===== src/grid_table_interpolator_macros.svh =====
// ----------------------------------------------------------------------------
// grid_table_interpolator_macros.svh
// Assertion macros used by the grid_table_interpolator module.
// ----------------------------------------------------------------------------
`ifndef GRID_TABLE_INTERPOLATOR_MACROS_SVH
`define GRID_TABLE_INTERPOLATOR_MACROS_SVH

// same-cycle implication, checked outside reset
`define GTI_CHK_IMP(lbl, ante, cons) \
  lbl: assert property (@(posedge clk) disable iff (!rst_n) (ante) |-> (cons)) \
    else $error("grid table interpolator check failed");

// next-cycle implication, checked outside reset
`define GTI_CHK_NXT(lbl, ante, cons) \
  lbl: assert property (@(posedge clk) disable iff (!rst_n) (ante) |=> (cons)) \
    else $error("grid table interpolator check failed");

`endif


===== src/gti_pkg.sv =====
// ----------------------------------------------------------------------------
// gti_pkg
// Codes and state types shared by the grid table interpolator modules.
// ----------------------------------------------------------------------------
package gti_pkg;

  localparam int FUNC_W   = 2;
  localparam int STATUS_W = 2;

  // request function codes
  localparam logic [FUNC_W-1:0] FUNC_LOAD  = 2'd0;
  localparam logic [FUNC_W-1:0] FUNC_QUERY = 2'd1;
  localparam logic [FUNC_W-1:0] FUNC_CLEAR = 2'd2;

  // result status codes
  localparam logic [STATUS_W-1:0] ST_OK    = 2'd0;
  localparam logic [STATUS_W-1:0] ST_FULL  = 2'd1;
  localparam logic [STATUS_W-1:0] ST_EMPTY = 2'd2;

  // main sequencer
  typedef enum logic [4:0] {
    S_IDLE,
    S_LD_RD,
    S_LD_CHK,
    S_NEWROW,
    S_RSH_RD,
    S_RSH_WR,
    S_RNEW,
    S_PS_START,
    S_PS_RD,
    S_PS_CHK,
    S_PSH_RD,
    S_PSH_WR,
    S_PWR,
    S_Q_RD,
    S_Q_CHK,
    S_EV_INIT,
    S_EV_RD,
    S_EV_CHK,
    S_LGO,
    S_LWAIT,
    S_DONE
  } gti_state_t;

  // interpolation unit
  typedef enum logic [2:0] {
    L_IDLE,
    L_MUL,
    L_DIV,
    L_FIN,
    L_DONE
  } lerp_state_t;

endpackage


===== src/gti_lerp.sv =====
// ----------------------------------------------------------------------------
// gti_lerp
// Multicycle linear interpolation: x0 + sign(x1-x0)*floor(|x1-x0|*(p-a0)/(a1-a0)),
// with a shift-add multiply followed by a restoring divide, one bit per cycle.
// ----------------------------------------------------------------------------
module gti_lerp #(
  parameter int VALUE_WIDTH = 32
) (
  input  logic                          clk,
  input  logic                          rst_n,
  input  logic                          start,
  input  logic signed [VALUE_WIDTH-1:0] p,
  input  logic signed [VALUE_WIDTH-1:0] a0,
  input  logic signed [VALUE_WIDTH-1:0] x0,
  input  logic signed [VALUE_WIDTH-1:0] a1,
  input  logic signed [VALUE_WIDTH-1:0] x1,
  output logic                          done,
  output logic signed [VALUE_WIDTH-1:0] y
);
  import gti_pkg::*;

  localparam int VW = VALUE_WIDTH;
  localparam int CW = $clog2(VW);

  lerp_state_t             st_r, st_nxt;
  logic [CW-1:0]           cnt_r, cnt_nxt;
  logic [VW-1:0]           da_r, da_nxt;
  logic [VW-1:0]           dp_r, dp_nxt;
  logic [VW-1:0]           dx_r, dx_nxt;
  logic signed [VW-1:0]    x0_r, x0_nxt;
  logic                    up_r, up_nxt;
  logic [2*VW-1:0]         prod_r, prod_nxt;
  logic [VW-1:0]           q_r, q_nxt;
  logic signed [VW-1:0]    y_r, y_nxt;

  logic                    bad;
  logic [VW:0]             trial;
  logic [VW:0]             trial_sub;
  logic                    ge;
  logic [VW-1:0]           rem;

  // divide step: partial remainder with next dividend bit
  assign trial     = {prod_r[2*VW-1:VW], prod_r[VW-1]};
  assign trial_sub = trial - {1'b0, da_r};
  assign ge        = (trial >= {1'b0, da_r});
  assign rem       = ge ? trial_sub[VW-1:0] : trial[VW-1:0];

  // point outside the open-closed segment, or empty segment
  assign bad = !(a0 < a1) || !(a0 < p) || !(p <= a1);

  // next state and datapath
  always_comb begin
    st_nxt   = st_r;
    cnt_nxt  = cnt_r;
    da_nxt   = da_r;
    dp_nxt   = dp_r;
    dx_nxt   = dx_r;
    x0_nxt   = x0_r;
    up_nxt   = up_r;
    prod_nxt = prod_r;
    q_nxt    = q_r;
    y_nxt    = y_r;
    case (st_r)
      L_IDLE: begin
        if (start) begin
          x0_nxt = x0;
          if (bad) begin
            q_nxt  = '0;
            up_nxt = 1'b1;
            st_nxt = L_FIN;
          end else begin
            da_nxt   = a1 - a0;
            dp_nxt   = p - a0;
            up_nxt   = (x0 <= x1);
            dx_nxt   = (x0 <= x1) ? (x1 - x0) : (x0 - x1);
            prod_nxt = '0;
            cnt_nxt  = CW'(VW - 1);
            st_nxt   = L_MUL;
          end
        end
      end
      L_MUL: begin
        prod_nxt = {prod_r[2*VW-2:0], 1'b0} + (dp_r[cnt_r] ? {{VW{1'b0}}, dx_r} : '0);
        if (cnt_r == '0) begin
          cnt_nxt = CW'(VW - 1);
          st_nxt  = L_DIV;
        end else begin
          cnt_nxt = cnt_r - CW'(1);
        end
      end
      L_DIV: begin
        prod_nxt = {rem, prod_r[VW-2:0], 1'b0};
        q_nxt    = {q_r[VW-2:0], ge};
        if (cnt_r == '0) begin
          st_nxt = L_FIN;
        end else begin
          cnt_nxt = cnt_r - CW'(1);
        end
      end
      L_FIN: begin
        y_nxt  = up_r ? (x0_r + $signed(q_r)) : (x0_r - $signed(q_r));
        st_nxt = L_DONE;
      end
      L_DONE: begin
        st_nxt = L_IDLE;
      end
      default: begin
        st_nxt = L_IDLE;
      end
    endcase
  end

  // outputs
  always_comb begin
    done = (st_r == L_DONE);
    y    = y_r;
  end

  always_ff @(posedge clk) begin
    if (!rst_n) begin
      st_r <= L_IDLE;
    end else begin
      st_r <= st_nxt;
    end
    cnt_r  <= cnt_nxt;
    da_r   <= da_nxt;
    dp_r   <= dp_nxt;
    dx_r   <= dx_nxt;
    x0_r   <= x0_nxt;
    up_r   <= up_nxt;
    prod_r <= prod_nxt;
    q_r    <= q_nxt;
    y_r    <= y_nxt;
  end

endmodule

===== config.mk =====
export PLATFORM = sky130hd
export DESIGN_NAME = gti_lerp
export DESIGN_NICKNAME = d
export VERILOG_FILES = /design/src/grid_table_interpolator_macros.svh /design/src/gti_pkg.sv /design/src/gti_lerp.sv
export SDC_FILE = /design/constraint.sdc
export NUM_CORES = 1
export LEC_CHECK = 0
export ABC_CLOCK_PERIOD_IN_PS = 8900
export CAP_MARGIN = 20
export CORE_UTILIZATION = 30
export CTS_BUF_LIST = sky130_fd_sc_hd__clkbuf_4 sky130_fd_sc_hd__clkbuf_8
export DETAILED_ROUTE_END_ITERATION = 16
export DONT_BUFFER_PORTS = 1
export PLACE_DENSITY = 0.5
export SLEW_MARGIN = 40
export SYNTH_ARGS = -nofsm -noshare
export SYNTH_HDL_FRONTEND = slang
export SYNTH_SLANG_ARGS = --single-unit

===== constraint.sdc =====
create_clock -name clk -period 8.9 [get_ports clk]
set_clock_uncertainty 0.05 [all_clocks]
set_input_delay 0.445 -clock clk [delete_from_list [all_inputs] [get_ports clk]]
set_output_delay 0.445 -clock clk [all_outputs]
set_load 0.03 [all_outputs]

==> results.cfg, run 1 <==
[route]
wl_per_cell_um = 18.8
route.detailed.drc = 0
drtIter0Drc = 1144
dr.pass1.iters = 7
postRouteAntennaNets = 0
via_count = 19700
wl_mm = 69.7
vias_per_cell = 5.31

[floorplan]
rows = 102
die_h_um = 282
io_pins = 196
start_util = 0.303
die_area_um2 = 79300
coreArea_um2 = 77500
die_w_um = 282

[setup_path]
arrival_ns = 6.26
setup.worst_path.start = cnt_r[0]$_DFFE_PP_
cp-start-kind = flop
cp-end-kind = flop
ff2ff_setup_slack_ns = 2.96
worst_r2r_endpoint = prod_r[55]$_DFFE_PP_
regToRegStartpoint = cnt_r[0]$_DFFE_PP_
reg2regPathDepth = 15
required_ns = 9.22
crit_type = flop to flop
cp_max_fo = 15

[place]
dp.cells = 3577
place.gp.congestion = 0.895
post_dp_cell_area_um2 = 24600
io_buffer_count = 0
pre_cts_slack_ns = 2.92
detailed_place_hpwl_mm = 54.6

[layout]
drive_gt1_frac = 0.0551
multiInputGateArea_um2 = 14300
final_area_um2 = 26100
syn2layout_area_growth_pct = 11.3
fin_cells = 3709
final_common_cell = edfxtp_1
seq_area_um2 = 7930
nets = 3050
fillers = 8007
layout_common_cells = edfxtp_1 (262), a21oi_1 (258), ha_1 (255)
postLayoutCoreUtil = 0.337

[synthesis]
async_reset_ff_frac = 0
syn_nets = 3033
yosys_warnings = 0
syn_inst = 2608
ys.flop_type = edfxtp_1
ys_ff_latch = 265
synth_edf_count = 262
yosysUniqueCellTypes = 84
seq_area_frac_synth = 0.338
netlist_area_um2 = 23500
syn_avg_cell_area_um2 = 8.99

[global_routing]
grt_pass1_wl_mm = 108
grtUsageTotal = 0.172
grt_max_degree = 65
antenna_found_initial = 2
grt_pass1_vias = 19600
grt_overflow_total = 0

[timing]
fmax_mhz = 168
tightestPinTransition_ns = 0.805
whs_ns = 0.0929
finalSetupTns_ns = 0
fin_ws_ns = 2.96
hold_viol_final = 0
fin_crit_sh = 0.668
min_period_ns = 5.94
drv_slew = 0
rsz0062_at_grt = no
relSlewSlack = 0.464
final-setup-viol-count = 0

[power]
cellPowerDensity_nw_per_um2 = 210
ir_drop_mv = 0.0996
p_leak_nw = 10.8
p_total_mw = 5.48

[worst_hold_path]
hold_end = st_r[1]$_SDFFE_PN0P_
hold_path.startpoint = rst_n
hold_class = input port to flop
whs_path_depth = 3

[flow_run]
drv_cap = 0

[clocking]
cts_resized = 0
cts_buffer_depth = 3
clk_pin_slew_ns = 0.06
htreeDepth = 2
clkLatencyLatePin_ns = 0.66
cts-root-buf = clkbuf_8
cts_tree = yes
cts.sink_count = 265
numCtsBuffers = 51

[status]
status = finished, final reports clean
layer usage:
layer | track usage | vias up | routed length (um)
met5 | 0 | - | 0
met4 | 0.0582 | 0 | 2100
met3 | 0.0299 | 113 | 3880
met2 | 0.293 | 569 | 33200
met1 | 0.220 | 9416 | 30500
li1 | - | 9608 | -
cell families (layout without fill, tap and decap cells):
group,Yosys count,after routing,synth area share
AO/OA/AOI/OAI,825,825,0.223
AND/OR/NAND/NOR,700,700,0.149
buffers and inverters,325,384,0.0548
flip-flops,265,265,0.338
adder cells (fa/ha/maj),262,262,0.142
XOR/XNOR,200,200,0.0747
multiplexers,31,31,0.0187
other,0,2,0
flip-flops by register name, summed over array words and instances (netlist names):
signal	flops
da_r	32
x0_r	32
dp_r	32
prod_r	64
q_r	32
dx_r	32
st_r	3
y	32
cnt_r	5
up_r	1
worst max path at each step:
stage                                end  cells past startpoint
global placement    prod_r[54]$_DFFE_PP_                     16
detailed placement  prod_r[54]$_DFFE_PP_                     16
CTS                 prod_r[54]$_DFFE_PP_                     16
finish              prod_r[55]$_DFFE_PP_                     15
floorplan            prod_r[0]$_DFFE_PP_                     13
global route        prod_r[54]$_DFFE_PP_                     16
area by class of cell:
class,instances,area share
clock buffer,55,0.0280
timing repair buffer,51,0.0201
inverter,238,0.0342
sequential,265,0.304
multi-input combinational,2018,0.549
antenna,2,0.000192
clock inverter,40,0.0147
tap,1040,0.0498
timing repair:
action,4_1_cts,5_1_grt
hold buffers,35,0
hold endpoints to repair,35,0
buffers inserted,0,0
worst max-delay path, cell delays in order (launching register included):
cell	delay, ns
edfxtp_1	0.70
mux4_2	0.58
mux4_2	0.51
mux2i_4	0.54
nor2b_1	0.12
ha_1	0.35
nor2b_1	0.14
o21ai_0	0.12
a21boi_1	0.29
o31ai_1	0.18
and4b_1	0.23
o21ai_1	0.46
a31oi_2	0.38
or3_1	0.52
a21o_1	0.20
a221o_1	0.28
synthesized netlist by cell type, types with 9 or more instances:
| master | number | area share |
|---|---|---|
| a31oi_1 | 35 | 0.0093 |
| o211ai_1 | 21 | 0.0067 |
| clkbuf_1 | 62 | 0.0099 |
| o21a_1 | 32 | 0.010 |
| a21o_1 | 98 | 0.031 |
| nand2_1 | 182 | 0.029 |
| edfxtp_1 | 262 | 0.34 |
| or2_2 | 11 | 0.0029 |
| nor4_1 | 17 | 0.0045 |
| mux4_2 | 10 | 0.0096 |
| nand2b_1 | 25 | 0.0067 |
| inv_1 | 237 | 0.038 |
| a221oi_1 | 9 | 0.0034 |
| a21oi_1 | 258 | 0.055 |
| o31a_1 | 9 | 0.0034 |
| o21bai_1 | 44 | 0.014 |
| or4_1 | 11 | 0.0035 |
| and3_1 | 19 | 0.0051 |
| nor3_1 | 42 | 0.0090 |
| nand4_1 | 52 | 0.014 |
| o21ai_0 | 172 | 0.037 |
| and2_1 | 36 | 0.0096 |
| nand3_1 | 43 | 0.0092 |
| ha_1 | 255 | 0.14 |
| nor2b_1 | 55 | 0.015 |
| nor2_1 | 167 | 0.027 |
| xor2_1 | 79 | 0.029 |
| a211oi_1 | 24 | 0.0077 |
| xnor2_1 | 121 | 0.045 |
| mux2i_1 | 18 | 0.0077 |
| buf_4 | 10 | 0.0032 |
| or3_1 | 15 | 0.0040 |
| o31ai_1 | 15 | 0.0048 |
report_power, final:
group / switching, mW / internal (mW)
sequential: 0.182 / 1.67
combinational: 1.34 / 0.905
clock: 0.614 / 0.765
total: 2.14 / 3.34
Note: power is estimated with default switching activity, not from simulation.
==> run 2: changes to the inputs <==
ABC_AREA = 1   (was not set)
ABC_CLOCK_PERIOD_IN_PS = 5700   (was 8900)
clock period = 5.7 ns   (was 8.9 ns; I/O delays follow)
==> run 2 against run 1 <==
- global-route usage is 4.8 points higher
- core utilization is essentially flat
- sequential cell count unchanged
- maximum frequency up 20%
- setup slack got worse by 2.2 ns
- combinational power grew to 3.3 times the previous value
==> results.cfg, run 2 <==
[synthesis]
yosys_warnings = 0
ys_top_cells_by_count = nand2_1 (805), inv_1 (530), nor2_1 (380)
yosysUniqueCellTypes = 63
synth_top_area_frac = 0.303
synth_area_leaders = edfxtp_1 (30%), ha_1 (12%), nand2_1 (12%), inv_1 (7.7%), a21oi_1 (6.1%)
seq_area_frac_synth = 0.305
ys_ff_latch = 265
syn_inst = 3586
ys.flop_type = edfxtp_1
syn_avg_cell_area_um2 = 7.25
async_reset_ff_frac = 0
yosys.area.top_type = edfxtp_1
netlist_area_um2 = 26000
synthMostInstantiatedCell = nand2_1
synth_edf_count = 262
syn_nets = 4011

[global_routing]
use_met1 = 0.298
grt_overflow_total = 0
grt.busiest_layer = met2
antenna_found_initial = 6
grt_use_met2 = 0.362
grt_pass1_wl_mm = 146
grt_max_degree = 65
grtUsageTotal = 0.220
grt_pass1_vias = 23800
grtUsageMet3 = 0.0354

[clocking]
cts_buffer_depth = 3
clk_pin_slew_ns = 0.06
clkLatencyLatePin_ns = 0.68
cts_tree = yes
htreeDepth = 2
cts-root-buf = clkbuf_8
cts_setup_buffers = 0
numCtsBuffers = 49
cts.sink_count = 265

[setup_path]
cp-end-kind = flop
cpMaxStageDelayCell = edfxtp_1
crit_path_max_incr_delay_ns = 0.74
cp_cell_sequence = inv_2 -> o21ai_0 -> o22ai_1 -> nand2_1 -> o2111ai_1 -> and2_1 -> a32oi_2 -> buf_4 -> nor2_1 -> ha_1 -> a21oi_1 -> nand2_1 -> a21oi_1 -> o21ai_1 -> a21boi_0 -> inv_1 -> nand3_1 -> nand3_1 -> nand3_1 -> nand2_1
required_ns = 6.08
path_buf_inv = 3
cp_top_family = compound AO/OA/AOI/OAI gates
cp-start-kind = flop
cp_max_fo = 32
crit_type = flop to flop
arrival_ns = 5.32

[layout]
layout_common_cells = nand2_1 (804), inv_1 (529), nor2_1 (380)
largest_register_ffs = 64
final_common_cell = nand2_1
drive_gt1_frac = 0.0386
largest_register = prod_r
syn2layout_area_growth_pct = 10.8
nets = 4071
postLayoutCoreUtil = 0.337
final_area_um2 = 28800

[worst_hold_path]
hold_class = input port to flop

[floorplan]
die_area_um2 = 87800
rows = 107
start_util = 0.304
die_w_um = 296
io_pins = 196
coreArea_um2 = 85500
die_h_um = 296

[timing]
fmax_mhz = 203
min_period_ns = 4.93
rsz0062_at_grt = no
hold_viol_final = 0
final-setup-viol-count = 0
fin_ws_ns = 0.765
whs_ns = 0.0259
drv_slew = 0
tightestPinTransition_ns = 0.877
relSlewSlack = 0.410
finalSetupTns_ns = 0
fin_crit_sh = 0.866

[route]
route.detailed.drc = 0
wl_mm = 98.0
vias_per_cell = 5.06
via_count = 24500
wl_per_cell_um = 20.3
drtIter0Drc = 1781
postRouteAntennaNets = 0
dr.pass1.iters = 8

[power]
ir_drop_mv = 0.170
p_leak_nw = 13.0
cellPowerDensity_nw_per_um2 = 457

[place]
post_dp_cell_area_um2 = 27200
io_buffer_count = 0
place.gp.congestion = 0.967
pre_cts_slack_ns = 0.897
detailed_place_hpwl_mm = 81.7

[flow_run]
drv_cap = 0

[status]
status = finished, final reports clean
[run 2: cell types whose count changed in the layout (fill, tap and decap cells not counted), sizes merged, moves of 26 or more]
cell         delta
a21o           -59
nand2         +633
nor2          +221
a21oi          +63
dlygate4sd3    +26
and2           -34
inv           +300
xor2           +76
o21ai          +36
nor2b          -55
nand3         +149
xnor2          -59
[run 2: path summary, 6_finish.rpt]
path	from	endpoint	slack, ns	cells past startpoint
worst max-delay path	cnt_r[0]$_DFFE_PP_	prod_r[54]$_DFFE_PP_	0.77	20
worst min-delay path	start	st_r[1]$_SDFFE_PN0P_	0.03	4
worst max register to register	cnt_r[0]$_DFFE_PP_	prod_r[54]$_DFFE_PP_	0.77	20
worst min register to register	prod_r[24]$_DFFE_PP_	prod_r[25]$_DFFE_PP_	0.48	2
[run 2: metrics by stage]
step	cells	power, mW
floorplan	3586	8.96
global placement	4678	11.2
detailed placement	4678	11.1
CTS	4826	13.2
global route	4828	14.2
finish	4831	13.2
[run 2: logic make-up after synthesis]
family,Yosys count,synth area share
XOR/XNOR,217,0.0734
AO/OA/AOI/OAI,719,0.157
buffers and inverters,606,0.0934
flip-flops,265,0.305
adder cells (fa/ha/maj),262,0.128
AND/OR/NAND/NOR,1517,0.243
[run 2: per-layer routing]
metal | vias to the layer above | wire (um)
li1 | 12100 | -
met4 | 4 | 2500
met3 | 128 | 5670
met5 | - | 26
met2 | 739 | 44800
met1 | 11500 | 45000
[run 2: worst register-to-register path: cells and delay by family, from the launching register on]
family                     cells  cell delay [ns]
buffers and inverters          3             0.90
adders and majority gates      1             0.36
and+or+nand+nor                8             0.88
AOI/OAI and AO/OA              8             1.77
DFF                            1             0.74
[run 2: report_power, final]
group	leakage, nW	switching [mW]	internal, mW
sequential	2.48	0.607	3.11
clock	0.511	0.898	1.03
combinational	9.97	5.08	2.44
total	13.0	6.59	6.57
[run 2: final cells by class]
type                       count  area, um2
antenna                        5       12.5
clock buffer                  66        821
clock inverter                21        154
fill                        9359      56700
inverter                     537       2020
multi-input combinational   2715      15700
sequential                   265       7930
tap                         1144       1430
timing repair buffer          78        751
[run 2: timing repair]
action	4_1_cts	5_1_grt
hold buffers	61	0
resized for setup	0	0
endpoints found under the hold margin	62	0
==> run 3: changes to the inputs <==
ABC_AREA = 0   (was 1)
==> run 3 against run 2 <==
- die area decreased by 9.7%
- via count decreased by 19%
- first-iteration DRC count decreased by 30%
- routed wire length decreased by 28%
- critical path type unchanged
- critical path depth decreased by 4
- critical endpoint is now prod_r[40]$_DFFE_PP_
- highest routed layer is now met4
- clock power increased by 9%
- core utilization increased by 0.20 points
- global-route usage decreased by 4.6 points
==> results.cfg, run 3 (synthesis gave the netlist of run 1 again) <==
[timing]
tightestPinTransition_ns = 0.873
fin_crit_sh = 0.923
min_period_ns = 5.26
fmax_mhz = 190
relSlewSlack = 0.412
finalSetupTns_ns = 0
hold_viol_final = 0
rsz0062_at_grt = no
final-setup-viol-count = 0
drv_slew = 0

[route]
drtIter0Drc = 1241
vias_per_cell = 5.31
wl_per_cell_um = 18.9
wl_mm = 70.4
via_count = 19800
route.detailed.drc = 0
dr.pass1.iters = 7
postRouteAntennaNets = 0

[clocking]
cts_buffer_depth = 3
numCtsBuffers = 52
cts-root-buf = clkbuf_8
clk_pin_slew_ns = 0.06
cts.sink_count = 265
clkLatencyLatePin_ns = 0.65
htreeDepth = 2
cts_tree = yes
cts_resized = 0

[setup_path]
cp-start-kind = flop
ff2ff_setup_slack_ns = 0.44
cp.depth = 16
cp-end-kind = flop
worst_r2r_endpoint = prod_r[40]$_DFFE_PP_
setup.worst_path.start = cnt_r[0]$_DFFE_PP_
crit_path_max_incr_delay_ns = 0.57
cp_max_fo = 12
cp_top_family = multiplexers
path_buf_inv = 2
required_ns = 6.10
arrival_ns = 5.66
crit_end = prod_r[40]$_DFFE_PP_
cp_cell_sequence = buf_12 -> mux4_2 -> mux4_2 -> mux2i_4 -> buf_4 -> nor2b_1 -> ha_1 -> a21oi_1 -> o21a_1 -> or4_1 -> a21oi_1 -> o2111ai_1 -> a21oi_1 -> nand2b_1 -> or4_1 -> o211ai_1
cpMaxStageDelayCell = or4_1
crit_path_frequent_cell = a21oi_1
regToRegStartpoint = cnt_r[0]$_DFFE_PP_
reg2regPathDepth = 16
crit_type = flop to flop

[place]
detailed_place_hpwl_mm = 55.4
dp.cells = 3587
io_buffer_count = 0
place.gp.congestion = 0.927

[floorplan]
rows = 102
die_w_um = 282
io_pins = 196
die_area_um2 = 79300
coreArea_um2 = 77500
start_util = 0.303
die_h_um = 282

[power]
ir_drop_mv = 0.192
cellPowerDensity_nw_per_um2 = 325
p_leak_nw = 10.9

[layout]
final_common_cell = edfxtp_1
layout_common_cells = edfxtp_1 (262), a21oi_1 (258), ha_1 (255)
fin_cells = 3730
syn2layout_area_growth_pct = 11.9
nets = 3070
largest_register = prod_r
drive_gt1_frac = 0.0581
fillers = 8061
largest_register_ffs = 64

[global_routing]
grtUsageTotal = 0.175
grt_max_degree = 65
grt_pass1_wl_mm = 109
grt_pass1_vias = 19700
antenna_found_initial = 2
grt_overflow_total = 0

[worst_hold_path]
hold_class = input port to flop
hold_path.startpoint = a1[25]

[status]
status = finished, final reports clean

[flow_run]
drv_cap = 0
## run 3: cell types whose count changed in the layout (fill, tap and decap cells not counted), sizes merged, moves of 63 or more
| cell | delta |
|---|---|
| nand2 | -633 |
| inv | -299 |
| nor2 | -221 |
| nand3 | -149 |
| xor2 | -76 |
| a21oi | -63 |
## run 3: area by class of cell
class / instances / area [um2] / share of cell area
tap: 1040 / 1300 / 0.0496
clock buffer: 64 / 825 / 0.0314
inverter: 238 / 893 / 0.0340
clock inverter: 32 / 280 / 0.0107
antenna: 3 / 7.51 / 0.000286
sequential: 265 / 7930 / 0.302
multi-input combinational: 2018 / 14300 / 0.546
timing repair buffer: 70 / 686 / 0.0261
## run 3: repair_timing
action | in CTS | in global routing
endpoints found under the hold margin | 44 | 0
hold buffers | 43 | 0
setup endpoints to repair | 0 | 6
setup buffers | 0 | 1
## run 3: where the power goes
| group | leakage, nW | switching [mW] | internal, mW |
|---|---|---|---|
| clock network | 0.585 | 0.905 | 1.18 |
| logic | 7.81 | 2.12 | 1.43 |
| registers | 2.48 | 0.282 | 2.60 |
| total | 10.9 | 3.31 | 5.22 |
## run 3: through the flow
stage / area (um2) / worst slack (ns) / hold slack (ns) / util / power (mW)
6_report: 26200 / 0.439 / 0.0650 / 0.339 / 8.53
5_1_grt: 26200 / 0.110 / 0.0437 / 0.339 / 9.11
4_1_cts: 26200 / 0.264 / 0.00218 / 0.338 / 8.58
3_5_place_dp: 24700 / 0.283 / 0.334 / 0.319 / 6.41
3_3_place_gp: 24600 / 0.396 / 0.334 / 0.318 / 6.36
2_1_floorplan: 23500 / 0.230 / 0.334 / - / 5.49
## run 3: worst min-delay path by stage
stage	cells after the start	end
finish	2	da_r[25]$_DFFE_PP_
global route	2	da_r[2]$_DFFE_PP_
CTS	2	da_r[2]$_DFFE_PP_
detailed placement	0	x0_r[5]$_DFFE_PP_
global placement	0	x0_r[5]$_DFFE_PP_
floorplan	0	x0_r[0]$_DFFE_PP_
## run 3: per-layer routing
metal | vias to the layer above | global-route usage | wire [um]
met5 | - | 0 | 0
met4 | 0 | 0.0541 | 1950
met3 | 106 | 0.0234 | 3850
met2 | 610 | 0.301 | 33400
met1 | 9428 | 0.225 | 31200
li1 | 9657 | - | -
